File: config.mk
export PLATFORM = sky130hd
export DESIGN_NAME = csv_field_deframer
export DESIGN_NICKNAME = d
export VERILOG_FILES = /design/src/rtl/core/csvd_pkg.sv /design/src/rtl/core/csvd_decode.sv /design/src/rtl/core/csvd_outq.sv /design/src/rtl/core/csv_field_deframer.sv
export SDC_FILE = /design/constraint.sdc
export NUM_CORES = 1
export LEC_CHECK = 0
export BUFFER_PORTS_ARGS = -buffer_cell sky130_fd_sc_hd__buf_2
export CAP_MARGIN = 10
export CORE_ASPECT_RATIO = 1.75
export CORE_UTILIZATION = 34
export CTS_CLUSTER_DIAMETER = 100
export DETAILED_ROUTE_END_ITERATION = 8
export PLACE_DENSITY = 0.56
export SYNTH_ARGS = -nofsm -noshare
export SYNTH_HDL_FRONTEND = slang
export SYNTH_HIERARCHICAL = 1
export SYNTH_SLANG_ARGS = --single-unit
File: constraint.sdc
create_clock -name i_clk -period 4.59 [get_ports i_clk]
set_input_delay 0.6885 -clock i_clk [delete_from_list [all_inputs] [get_ports i_clk]]
set_output_delay 0.6885 -clock i_clk [all_outputs]
set_load 0.01 [all_outputs]
File: src/rtl/core/csvd_pkg.sv
// ----------------------------------------------------------------------------
// csvd_pkg
// Shared types and constants of the CSV field deframer: character codes,
// the tokenizer phase encoding, and the result and decode records.
// ----------------------------------------------------------------------------
package csvd_pkg;

    // Widths fixed by the item fields
    localparam int BYTE_W      = 8;
    localparam int FNUM_W      = 4;
    localparam int CFG_W       = 4;
    localparam int IN_TDATA_W  = 8;
    localparam int OUT_TDATA_W = 16;
    localparam int OUT_TUSER_W = 3;

    // Default field limit and reset value of the decoding field index
    localparam int               MAX_FIELDS_DEF = 16;
    localparam logic [CFG_W-1:0] UNESC_RESET    = 4'd5;

    // Character codes
    localparam logic [BYTE_W-1:0] CH_QUOTE = 8'd34;
    localparam logic [BYTE_W-1:0] CH_COMMA = 8'd44;
    localparam logic [BYTE_W-1:0] CH_NL    = 8'd10;
    localparam logic [BYTE_W-1:0] CH_BSL   = 8'd92;
    localparam logic [BYTE_W-1:0] CH_N     = 8'd110;

    // Result queue geometry
    localparam int QDEPTH = 3;
    localparam int QPTR_W = 2;
    localparam int QCNT_W = 2;

    // Tokenizer phase, one-hot
    typedef enum logic [7:0] {
        PH_START = 8'b0000_0001,  // first byte of a field
        PH_UNQ   = 8'b0000_0010,  // inside an unquoted field
        PH_UQ    = 8'b0000_0100,  // unquoted field, quote held
        PH_UBS   = 8'b0000_1000,  // unquoted field, backslash held
        PH_QUO   = 8'b0001_0000,  // inside a quoted field
        PH_Q1    = 8'b0010_0000,  // quoted field, one quote held
        PH_Q2    = 8'b0100_0000,  // quoted field, two quotes held
        PH_QBS   = 8'b1000_0000   // quoted field, backslash held
    } t_phase;

    // What the current byte does after any held byte is released
    typedef enum logic [1:0] {
        ACT_NONE = 2'd0,
        ACT_PUT  = 2'd1,
        ACT_END  = 2'd2
    } t_act;

    typedef struct packed {
        logic [BYTE_W-1:0] data;
        logic              byte_valid;
        logic              field_end;
        logic              record_end;
        logic [FNUM_W-1:0] field_number;
        logic              last;
    } t_result;

    typedef struct packed {
        logic [1:0] count;        // results produced, 0 to 2
        t_result    res0;
        t_result    res1;
        t_phase     phase;        // next phase
        logic       field_done;   // field closed by a comma
        logic       record_done;  // field closed by a newline
    } t_dec;

endpackage

File: src/rtl/core/csvd_decode.sv
// ----------------------------------------------------------------------------
// csvd_decode
// Single-pass decode of one CSV byte: releases a held quote or backslash,
// classifies the current byte and forms up to two result records.
// ----------------------------------------------------------------------------
module csvd_decode (
    input  logic [csvd_pkg::BYTE_W-1:0] i_byte,
    input  csvd_pkg::t_phase            i_phase,
    input  logic [csvd_pkg::FNUM_W-1:0] i_field_num,
    input  logic                        i_decode,
    output csvd_pkg::t_dec              o_dec
);

    logic is_quote, is_comma, is_nl, is_bsl, is_n;

    // Unquoted-byte outcome
    csvd_pkg::t_act   u_act;
    logic             u_rec;
    csvd_pkg::t_phase u_ph;

    // Quoted-byte outcome
    csvd_pkg::t_act   q_act;
    csvd_pkg::t_phase q_ph;

    // Selected outcome
    logic                        pre_v;
    logic [csvd_pkg::BYTE_W-1:0] pre_b;
    csvd_pkg::t_act              act;
    logic                        rec;
    csvd_pkg::t_phase            nph;

    csvd_pkg::t_result pre_res, cur_res;

    assign is_quote = (i_byte == csvd_pkg::CH_QUOTE);
    assign is_comma = (i_byte == csvd_pkg::CH_COMMA);
    assign is_nl    = (i_byte == csvd_pkg::CH_NL);
    assign is_bsl   = (i_byte == csvd_pkg::CH_BSL);
    assign is_n     = (i_byte == csvd_pkg::CH_N);

    // Classify the byte as unquoted content
    always_comb begin
        u_rec = 1'b0;
        if (is_comma) begin
            u_act = csvd_pkg::ACT_END;
            u_ph  = csvd_pkg::PH_START;
        end else if (is_nl) begin
            u_act = csvd_pkg::ACT_END;
            u_rec = 1'b1;
            u_ph  = csvd_pkg::PH_START;
        end else if (i_decode && is_quote) begin
            u_act = csvd_pkg::ACT_NONE;
            u_ph  = csvd_pkg::PH_UQ;
        end else if (i_decode && is_bsl) begin
            u_act = csvd_pkg::ACT_NONE;
            u_ph  = csvd_pkg::PH_UBS;
        end else begin
            u_act = csvd_pkg::ACT_PUT;
            u_ph  = csvd_pkg::PH_UNQ;
        end
    end

    // Classify the byte as quoted content
    always_comb begin
        if (is_quote) begin
            q_act = csvd_pkg::ACT_NONE;
            q_ph  = csvd_pkg::PH_Q1;
        end else if (i_decode && is_bsl) begin
            q_act = csvd_pkg::ACT_NONE;
            q_ph  = csvd_pkg::PH_QBS;
        end else begin
            q_act = csvd_pkg::ACT_PUT;
            q_ph  = csvd_pkg::PH_QUO;
        end
    end

    // Pick the held-byte release and the action of the current byte
    always_comb begin
        pre_v = 1'b0;
        pre_b = csvd_pkg::CH_QUOTE;
        act   = csvd_pkg::ACT_NONE;
        rec   = 1'b0;
        nph   = csvd_pkg::PH_START;
        case (i_phase)
            csvd_pkg::PH_START: begin
                if (is_quote) begin
                    nph = csvd_pkg::PH_QUO;
                end else begin
                    act = u_act;
                    rec = u_rec;
                    nph = u_ph;
                end
            end
            csvd_pkg::PH_UNQ: begin
                act = u_act;
                rec = u_rec;
                nph = u_ph;
            end
            csvd_pkg::PH_UQ: begin
                pre_v = 1'b1;
                if (is_quote) begin
                    nph = csvd_pkg::PH_UNQ;
                end else begin
                    act = u_act;
                    rec = u_rec;
                    nph = u_ph;
                end
            end
            csvd_pkg::PH_UBS: begin
                pre_v = 1'b1;
                if (is_n) begin
                    pre_b = csvd_pkg::CH_NL;
                    nph   = csvd_pkg::PH_UNQ;
                end else begin
                    pre_b = csvd_pkg::CH_BSL;
                    act   = u_act;
                    rec   = u_rec;
                    nph   = u_ph;
                end
            end
            csvd_pkg::PH_QUO: begin
                act = q_act;
                nph = q_ph;
            end
            csvd_pkg::PH_Q1: begin
                if (is_comma) begin
                    act = csvd_pkg::ACT_END;
                end else if (is_nl) begin
                    act = csvd_pkg::ACT_END;
                    rec = 1'b1;
                end else if (i_decode && is_quote) begin
                    nph = csvd_pkg::PH_Q2;
                end else begin
                    pre_v = 1'b1;
                    act   = q_act;
                    nph   = q_ph;
                end
            end
            csvd_pkg::PH_Q2: begin
                pre_v = 1'b1;
                if (is_comma) begin
                    act = csvd_pkg::ACT_END;
                end else if (is_nl) begin
                    act = csvd_pkg::ACT_END;
                    rec = 1'b1;
                end else if (is_quote) begin
                    nph = csvd_pkg::PH_Q1;
                end else begin
                    act = q_act;
                    nph = q_ph;
                end
            end
            csvd_pkg::PH_QBS: begin
                pre_v = 1'b1;
                if (is_n) begin
                    pre_b = csvd_pkg::CH_NL;
                    nph   = csvd_pkg::PH_QUO;
                end else begin
                    pre_b = csvd_pkg::CH_BSL;
                    act   = q_act;
                    nph   = q_ph;
                end
            end
            default: begin
                nph = csvd_pkg::PH_START;
            end
        endcase
    end

    // Form the result records; a field end merges into a released byte
    always_comb begin
        pre_res.data         = pre_b;
        pre_res.byte_valid   = 1'b1;
        pre_res.field_end    = 1'b0;
        pre_res.record_end   = 1'b0;
        pre_res.field_number = i_field_num;
        pre_res.last         = 1'b0;

        cur_res.data         = i_byte;
        cur_res.byte_valid   = 1'b1;
        cur_res.field_end    = 1'b0;
        cur_res.record_end   = 1'b0;
        cur_res.field_number = i_field_num;
        cur_res.last         = 1'b1;

        o_dec.res0        = pre_res;
        o_dec.res1        = cur_res;
        o_dec.count       = 2'd0;
        o_dec.phase       = nph;
        o_dec.field_done  = 1'b0;
        o_dec.record_done = 1'b0;

        case (act)
            csvd_pkg::ACT_END: begin
                o_dec.count            = 2'd1;
                o_dec.res0.data        = pre_v ? pre_b : '0;
                o_dec.res0.byte_valid  = pre_v;
                o_dec.res0.field_end   = 1'b1;
                o_dec.res0.record_end  = rec;
                o_dec.res0.last        = 1'b1;
                o_dec.field_done       = ~rec;
                o_dec.record_done      = rec;
            end
            csvd_pkg::ACT_PUT: begin
                if (pre_v) begin
                    o_dec.count = 2'd2;
                end else begin
                    o_dec.count = 2'd1;
                    o_dec.res0  = cur_res;
                end
            end
            default: begin
                o_dec.count     = pre_v ? 2'd1 : 2'd0;
                o_dec.res0.last = 1'b1;
            end
        endcase
    end

endmodule

File: src/rtl/core/csvd_outq.sv
// ----------------------------------------------------------------------------
// csvd_outq
// Three-entry result queue: takes up to two results per cycle from the
// decoder and hands one per cycle to the output stream while it is ready.
// ----------------------------------------------------------------------------
module csvd_outq (
    input  logic                        i_clk,
    input  logic                        i_rst_n,
    input  logic [1:0]                  i_push,
    input  csvd_pkg::t_result           i_res0,
    input  csvd_pkg::t_result           i_res1,
    input  logic                        i_pop,
    output csvd_pkg::t_result           o_head,
    output logic [csvd_pkg::QCNT_W-1:0] o_count
);

    csvd_pkg::t_result r_mem [csvd_pkg::QDEPTH];

    logic [csvd_pkg::QPTR_W-1:0] r_wr, n_wr, r_rd, n_rd, wr_next;
    logic [csvd_pkg::QCNT_W-1:0] r_cnt, n_cnt;

    function automatic logic [csvd_pkg::QPTR_W-1:0] ptr_inc(
        input logic [csvd_pkg::QPTR_W-1:0] p
    );
        ptr_inc = (p == csvd_pkg::QPTR_W'(csvd_pkg::QDEPTH - 1)) ? '0 : p + 1'b1;
    endfunction

    // Advance pointers and occupancy
    always_comb begin
        wr_next = ptr_inc(r_wr);
        case (i_push)
            2'd1:    n_wr = wr_next;
            2'd2:    n_wr = ptr_inc(wr_next);
            default: n_wr = r_wr;
        endcase
        n_rd  = i_pop ? ptr_inc(r_rd) : r_rd;
        n_cnt = r_cnt + i_push - csvd_pkg::QCNT_W'(i_pop);
    end

    always_ff @(posedge i_clk) begin
        if (!i_rst_n) begin
            r_wr  <= '0;
            r_rd  <= '0;
            r_cnt <= '0;
        end else begin
            r_wr  <= n_wr;
            r_rd  <= n_rd;
            r_cnt <= n_cnt;
        end
    end

    // Store incoming results
    always_ff @(posedge i_clk) begin
        if (i_push != 2'd0) begin
            r_mem[r_wr] <= i_res0;
        end
        if (i_push == 2'd2) begin
            r_mem[wr_next] <= i_res1;
        end
    end

    assign o_head  = r_mem[r_rd];
    assign o_count = r_cnt;

endmodule

File: src/rtl/core/csv_field_deframer.sv
// ----------------------------------------------------------------------------
// csv_field_deframer
// Tokenizes a CSV byte stream into field content bytes with field-end and
// record-end marks, decoding quote and backslash escapes in one field.
// ----------------------------------------------------------------------------
//  Channel   Dir  Handshake              Payload
//  s_axis    in   tvalid/tready          tdata[7:0] in_byte
//  m_axis    out  tvalid/tready, tlast   tdata, tuser (see ports)
//  cfg       in   i_cfg_we               i_cfg_wdata unescape_field
//
//  One byte is taken per cycle while two queue entries are free; each byte is
//  decoded combinationally between the input register and a three-entry
//  result queue. A byte that yields two results costs an extra output
//  transfer; input keeps flowing while the queue has room.
//  Reset returns the tokenizer to field start, field counter 0, decoding
//  field 5. Held quote or backslash bytes wait for the next byte.
// ----------------------------------------------------------------------------
module csv_field_deframer #(
    parameter int MAX_FIELDS = csvd_pkg::MAX_FIELDS_DEF
) (
    input  logic                             i_clk,
    input  logic                             i_rst_n,
    // Input stream
    input  logic                             s_axis_tvalid,
    output logic                             s_axis_tready,
    input  logic [csvd_pkg::IN_TDATA_W-1:0]  s_axis_tdata,   // [7:0] in_byte
    // Output stream
    output logic                             m_axis_tvalid,
    input  logic                             m_axis_tready,
    // [7:0] out_byte, [11:8] field_number, [15:12] zero
    output logic [csvd_pkg::OUT_TDATA_W-1:0] m_axis_tdata,
    // [0] byte_valid, [1] field_end, [2] record_end
    output logic [csvd_pkg::OUT_TUSER_W-1:0] m_axis_tuser,
    output logic                             m_axis_tlast,   // last
    // Configuration
    input  logic                             i_cfg_we,
    input  logic [csvd_pkg::CFG_W-1:0]       i_cfg_wdata
);

    localparam int FNUM_MAX  = (1 << csvd_pkg::FNUM_W) - 1;
    localparam int FIELD_CAP = (MAX_FIELDS - 1 < FNUM_MAX) ? MAX_FIELDS - 1 : FNUM_MAX;

    logic                           r_in_valid;
    logic [csvd_pkg::BYTE_W-1:0]    r_in_byte;
    csvd_pkg::t_phase               r_phase;
    logic [csvd_pkg::FNUM_W-1:0]    r_field_cnt, n_field_cnt;
    logic [csvd_pkg::CFG_W-1:0]     r_unesc;

    csvd_pkg::t_dec                 dec;
    csvd_pkg::t_result              head;
    logic [csvd_pkg::QCNT_W-1:0]    q_count, q_after;
    logic                           pop, fire;
    logic [1:0]                     push;

    // Queue handshake: decode only when two entries are free after the pop
    assign pop           = m_axis_tvalid & m_axis_tready;
    assign q_after       = q_count - csvd_pkg::QCNT_W'(pop);
    assign fire          = r_in_valid & (q_after <= csvd_pkg::QCNT_W'(1));
    assign push          = fire ? dec.count : 2'd0;
    assign s_axis_tready = ~r_in_valid | fire;

    // Hold the incoming byte
    always_ff @(posedge i_clk) begin
        if (!i_rst_n) begin
            r_in_valid <= 1'b0;
        end else if (s_axis_tready) begin
            r_in_valid <= s_axis_tvalid;
        end
    end

    always_ff @(posedge i_clk) begin
        if (s_axis_tvalid && s_axis_tready) begin
            r_in_byte <= s_axis_tdata;
        end
    end

    // Write the decoding field index
    always_ff @(posedge i_clk) begin
        if (!i_rst_n) begin
            r_unesc <= csvd_pkg::UNESC_RESET;
        end else if (i_cfg_we) begin
            r_unesc <= i_cfg_wdata;
        end
    end

    csvd_decode u_decode (
        .i_byte      (r_in_byte),
        .i_phase     (r_phase),
        .i_field_num (r_field_cnt),
        .i_decode    (r_field_cnt == r_unesc),
        .o_dec       (dec)
    );

    // Advance the field counter at a field end, saturating at the cap; a record end clears it
    always_comb begin
        n_field_cnt = r_field_cnt;
        if (dec.record_done) begin
            n_field_cnt = '0;
        end else if (dec.field_done &&
                     (r_field_cnt < csvd_pkg::FNUM_W'(FIELD_CAP))) begin
            n_field_cnt = r_field_cnt + 1'b1;
        end
    end

    always_ff @(posedge i_clk) begin
        if (!i_rst_n) begin
            r_phase     <= csvd_pkg::PH_START;
            r_field_cnt <= '0;
        end else if (fire) begin
            r_phase     <= dec.phase;
            r_field_cnt <= n_field_cnt;
        end
    end

    csvd_outq u_outq (
        .i_clk   (i_clk),
        .i_rst_n (i_rst_n),
        .i_push  (push),
        .i_res0  (dec.res0),
        .i_res1  (dec.res1),
        .i_pop   (pop),
        .o_head  (head),
        .o_count (q_count)
    );

    // Drive the output transaction from the queue head
    assign m_axis_tvalid = (q_count != '0);
    assign m_axis_tdata  = {4'b0000, head.field_number, head.data};
    assign m_axis_tuser  = {head.record_end, head.field_end, head.byte_valid};
    assign m_axis_tlast  = head.last;

endmodule

## After elaboration in Yosys (flattened, before gate mapping)

Memory sizes are Yosys's and may differ from the RTL's. A register that Yosys moved wholly into a read port is not among the register bits.
Index checks and enable logic that the tools add are counted.

| word-level totals | value |
|---|---|
| bits in registers | 31 |
| memory bits (writable) | 48 |
| bits of input ports | 17 |
| output and inout port bits | 22 |
| word-level logic and storage cells | 122 |
| memories | 1 |

| cells by class | value |
|---|---|
| $add $sub $neg | 7 |
| order comparisons | 2 |
| equality and inequality tests | 21 |
| muxes and demuxes | 65 |
| bitwise operators | 5 |
| reduce and logical (&&, ||, !) cells | 13 |

Memories:

| memory | depth | width | read ports | clocked after Yosys merged registers in | write ports | RTL line | RTL |
|---|---|---|---|---|---|---|---|
| u_outq.r_mem | 3 | 16 | 1 | 1 | 2 | csvd_outq.sv:17 | `csvd_pkg::t_result r_mem [csvd_pkg::QDEPTH];` |

Operators with widths:

| kind | count |
|---|---|
| $mux W8 | 17 |
| $pmux W8 S8 | 1 |
| $mux W2 | 21 |
| $eq A8 B6 Y1 const B | 3 |
| $eq A8 B7 Y1 const B | 3 |
| $pmux W11 S2 | 1 |
| $eq A8 B4 Y1 const B | 2 |
| $mux W16 | 1 |
| $mux W4 | 4 |
| $mux W1 | 14 |
| $pmux W2 S7 | 1 |
| $eq A2 B2 Y1 const B | 5 |
| $eq A8 B1 Y1 const B | 1 |
| $eq A8 B2 Y1 const B | 1 |
| $eq A8 B3 Y1 const B | 1 |
| $eq A8 B5 Y1 const B | 1 |
| $eq A8 B8 Y1 const B | 1 |
| $pmux W2 S2 | 2 |
| $reduce_bool A2 Y1 | 4 |
| $mux W7 | 1 |
| $add A2 B1 Y2 const B | 3 |
| $add A4 B1 Y4 const B | 1 |
| $eq A2 B1 Y1 const B | 2 |
| $eq A4 B4 Y1 | 1 |
| other kinds (14) | 21 |

## Depth between registers and ports, before layout

| depth | value |
|---|---|
| word-level depth | 14 |
| mapped depth | 18 |
| mapped depth without buffers | 15 |

## By module

Netlist, hierarchy kept.

Modules (own cells, without submodules):

| module | instances | cells each | area each (µm²) |
|---|---|---|---|
| csvd_outq | 1 | 198 | 2813.9 |
| csv_field_deframer | 1 | 108 | 1148.6 |
| csvd_decode | 1 | 134 | 957.2 |

## Worst setup path after synthesis

OpenSTA, ideal clock, no wires.

| timing | value |
|---|---|
| path type | register -> register |
| start | register r_phase[5] |
| end | memory u_outq/r_mem[1][0] (netlist bit) (enable) |
| library setup time | 414 ps |
| arrival time | 4361 ps |
| slack | -185 ps |
| cell stages (with the launch flop) | 15 |
| path buffers | 2 |
| cells stage by stage | dfxtp_1 -> clkbuf_1 -> nor4_4 -> and4b_1 -> a31oi_1 -> a211oi_2 -> o21a_1 -> ha_1 -> clkbuf_1 -> mux2_2 -> and3_1 -> inv_1 -> ha_1 -> nor2_1 -> a211oi_1 |

RTL lines:

| element | RTL line | RTL |
|---|---|---|
| from (decl) | csv_field_deframer.sv:45 | `csvd_pkg::t_phase r_phase;` |
| from (signal assigned) | csv_field_deframer.sv:107 | `r_phase <= csvd_pkg::PH_START;` |
| from (signal assigned) | csv_field_deframer.sv:110 | `r_phase <= dec.phase;` |
| to (decl) | csvd_outq.sv:17 |  |

==> impl_metrics.json <==
{
  "final.setup_skew_ns": 0.01108,
  "endpoint_kind": "flip-flop",
  "startpoint_type": "flip-flop",
  "ir_drop_uv": 178.8,
  "die_area_um2": 14970,
  "hold_slack_ns": 0.4964,
  "min_path_type": "flip-flop to flip-flop",
  "setup_ws_ns": 0.3030,
  "setup_viol": 0,
  "grt_max_degree": 33,
  "grt_pass1_wl_um": 16970,
  "syn_to_final_growth_pct": 9.283,
  "clockBufferDepth": 2,
  "final_hold_viol_count": 0,
  "io-pin-count": 39,
  "totalNegativeSetupSlack_ns": 0,
  "p_per_area_nw_per_um2": 436.8,
  "cts_tree": "done",
  "path_max_fanout": 12,
  "cts_sinks": 81,
  "layout_common_cells": "edfxtp_1 (56), mux2_2 (40), buf_2 (34)",
  "tightest_slew_ns": 0.9997,
  "ctsRootBufferMaster": "clkbuf_16",
  "relSlewSlack": 0.3287,
  "fill_cells": 1429,
  "path_class": "flip-flop to flip-flop",
  "post-route-util": 0.3846,
  "layout.nets": 477,
  "synth_edf_count": 56,
  "yosys_warnings": 6,
  "ys_seq_area_frac": 0.4435,
  "synth_area_um2": 4920,
  "finalPower_mw": 2.348,
  "cts_setup_buffers": 0,
  "avgSynthCellArea_um2": 11.18,
  "wl_um": 10340,
  "synth.distinct_cells": 74,
  "routedWlPerCell_um": 16.30,
  "vias": 3277,
  "routed_via_density": 5.169,
  "die_h_um": 161.1,
  "h-tree-depth": 3,
  "worst_skew_pair.late_latency_ns": 0.34,
  "drcViolationCount": 0,
  "antenna_found_initial": 0,
  "gr-total-overflow": 0,
  "synth-seq-cells": 81,
  "drtIter0Drc": 115,
  "rsz0062_at_grt": "no",
  "port_buffers": 34,
  "clkTransAtPathRegs_ns": 0.06,
  "fp-row-count": 57,
  "status": "complete, no violations",
  "gp_congestion": 0.9106,
  "dpl.hpwl_um": 7776,
  "ant_nets": 0,
  "period_share": 0.9340,
  "leakagePower_nw": 2.002,
  "maxCapViolCount": 0,
  "slew_viol_final": 0,
  "layout-drive-gt1-share": 0.2867,
  "preCtsSetupSlack_ns": 0.2965,
  "grt.total_usage": 0.1474,
  "finalCriticalPeriod_ns": 4.287,
  "antenna-diode-count": 0,
  "layout_commonest_cell": "edfxtp_1",
  "synth-async-reset-ratio": 0,
  "cts_buffers": 9,
  "synthCells": 440,
  "die_w_um": 92.93,
  "yosys_most_used_dff": "edfxtp_1",
  "grt_pass1_vias": 3367,
  "drt_first_pass_iters": 5,
  "post_cts_resized": 0,
  "initial_core_util": 0.3520,
  "fmax_mhz": 233.3,
  "arrival_ns": 4.37,
  "design.core.area_um2": 13980,
  "cts_hold_buf": 0,
  "cp.required_ns": 4.67
}
[final cells by class]
cell class,instances,area (µm²),area share
Inverter,10,37.54,0.006982
Clock buffer,10,229.0,0.04259
Sequential cell,81,2182,0.4059
Timing Repair Buffer,45,265.3,0.04934
Multi-Input combinational cell,305,2390,0.4445
Tap cell,177,221.5,0.04119
Clock inverter,6,51.30,0.009542
[power by group]
| group | internal [mW] | switching, mW |
|---|---|---|
| Clock | 0.373 | 0.297 |
| Sequential | 0.905 | 0.0855 |
| Combinational | 0.322 | 0.366 |
[worst max-delay path, stage by stage (launching register included)]
cell,delay (ns)
dfxtp_1,0.46
nor4b_1,0.58
a31oi_2,0.27
o32ai_1,0.35
o21ai_0,0.15
ha_1,0.33
o21bai_1,0.19
mux2_2,0.25
and3_1,0.18
inv_1,0.08
ha_1,0.24
nand2_2,0.07
or2_1,0.31
buf_4,0.24
mux2_4,0.31
[path summary, 6_finish.rpt]
kind / start / end / slack (ns) / depth (start not counted)
max: r_phase[7]$_SDFFE_PN0P_ / u_outq/r_mem[2][11]$_DFFE_PP_ / 0.30 / 14
min: r_unesc[2]$_SDFFE_PN1P_ / r_unesc[2]$_SDFFE_PN1P_ / 0.50 / 2
max reg2reg: r_phase[7]$_SDFFE_PN0P_ / u_outq/r_mem[2][11]$_DFFE_PP_ / 0.30 / 14
min reg2reg: r_unesc[2]$_SDFFE_PN1P_ / r_unesc[2]$_SDFFE_PN1P_ / 0.50 / 2
[sequential cells by signal, indices dropped and copies added, names as in the netlist, named ones only]
signal          cells
u_outq/o_count      2
r_in_valid          1
r_phase             8
r_in_byte           8
u_outq/r_rd         2
u_outq/r_mem       48
u_outq/r_wr         2
r_field_cnt         4
r_unesc             4
[per-stage QoR]
stage	area, µm²	instances
finish	5376	634
global route	5376	634
CTS	5370	634
detailed placement	5090	618
global placement	5090	618
floorplan	4943	445
[routing by layer]
metal	track usage	part of all wire	up-vias
li1	-	-	1626
met1	0.1442	0.37	1562
met2	0.2828	0.58	71
met3	0.03343	0.028	18
met4	0.07063	0.024	0
met5	0	0	-
[cells in the mapped netlist (3+ instances only)]
master	count	area, µm²
nand2b_1	4	25.02
mux2_4	9	135.1
and3_1	6	37.54
buf_6	5	56.30
nor3_1	4	20.02
and2_1	11	68.82
nor4b_1	6	52.55
inv_1	10	37.54
nor4_1	5	31.28
mux2i_1	20	200.2
edfxtp_1	56	1682
a211oi_1	4	30.03
nor2b_1	6	37.54
clkbuf_1	8	30.03
a21oi_1	5	25.02
buf_2	7	35.03
xnor2_1	4	35.03
a21boi_1	7	52.55
dfxtp_1	25	500.5
nand3_1	15	75.07
mux2_2	40	450.4
xor2_1	9	78.83
nand2_1	29	108.9
a31oi_1	3	18.77
a21o_1	4	30.03
o21ai_0	32	160.2
conb_1	3	11.26
buf_4	26	195.2
nor2_1	9	33.78
ha_1	8	100.1
[kinds of logic (layout without fill, tap and decap cells)]
| group | after synthesis | count (layout) | share of synthesized area |
|---|---|---|---|
| and+or+nand+nor | 125 | 125 | 0.1602 |
| AOI/OAI and AO/OA | 81 | 81 | 0.1096 |
| DFF | 81 | 81 | 0.4435 |
| muxes | 69 | 69 | 0.1597 |
| buffers and inverters | 59 | 71 | 0.07782 |
| xor gates and xnor gates | 14 | 14 | 0.02645 |
| adders and majority gates | 8 | 8 | 0.02035 |
| other | 3 | 8 | 0.002289 |
Note: power is estimated with default switching activity, not from simulation.
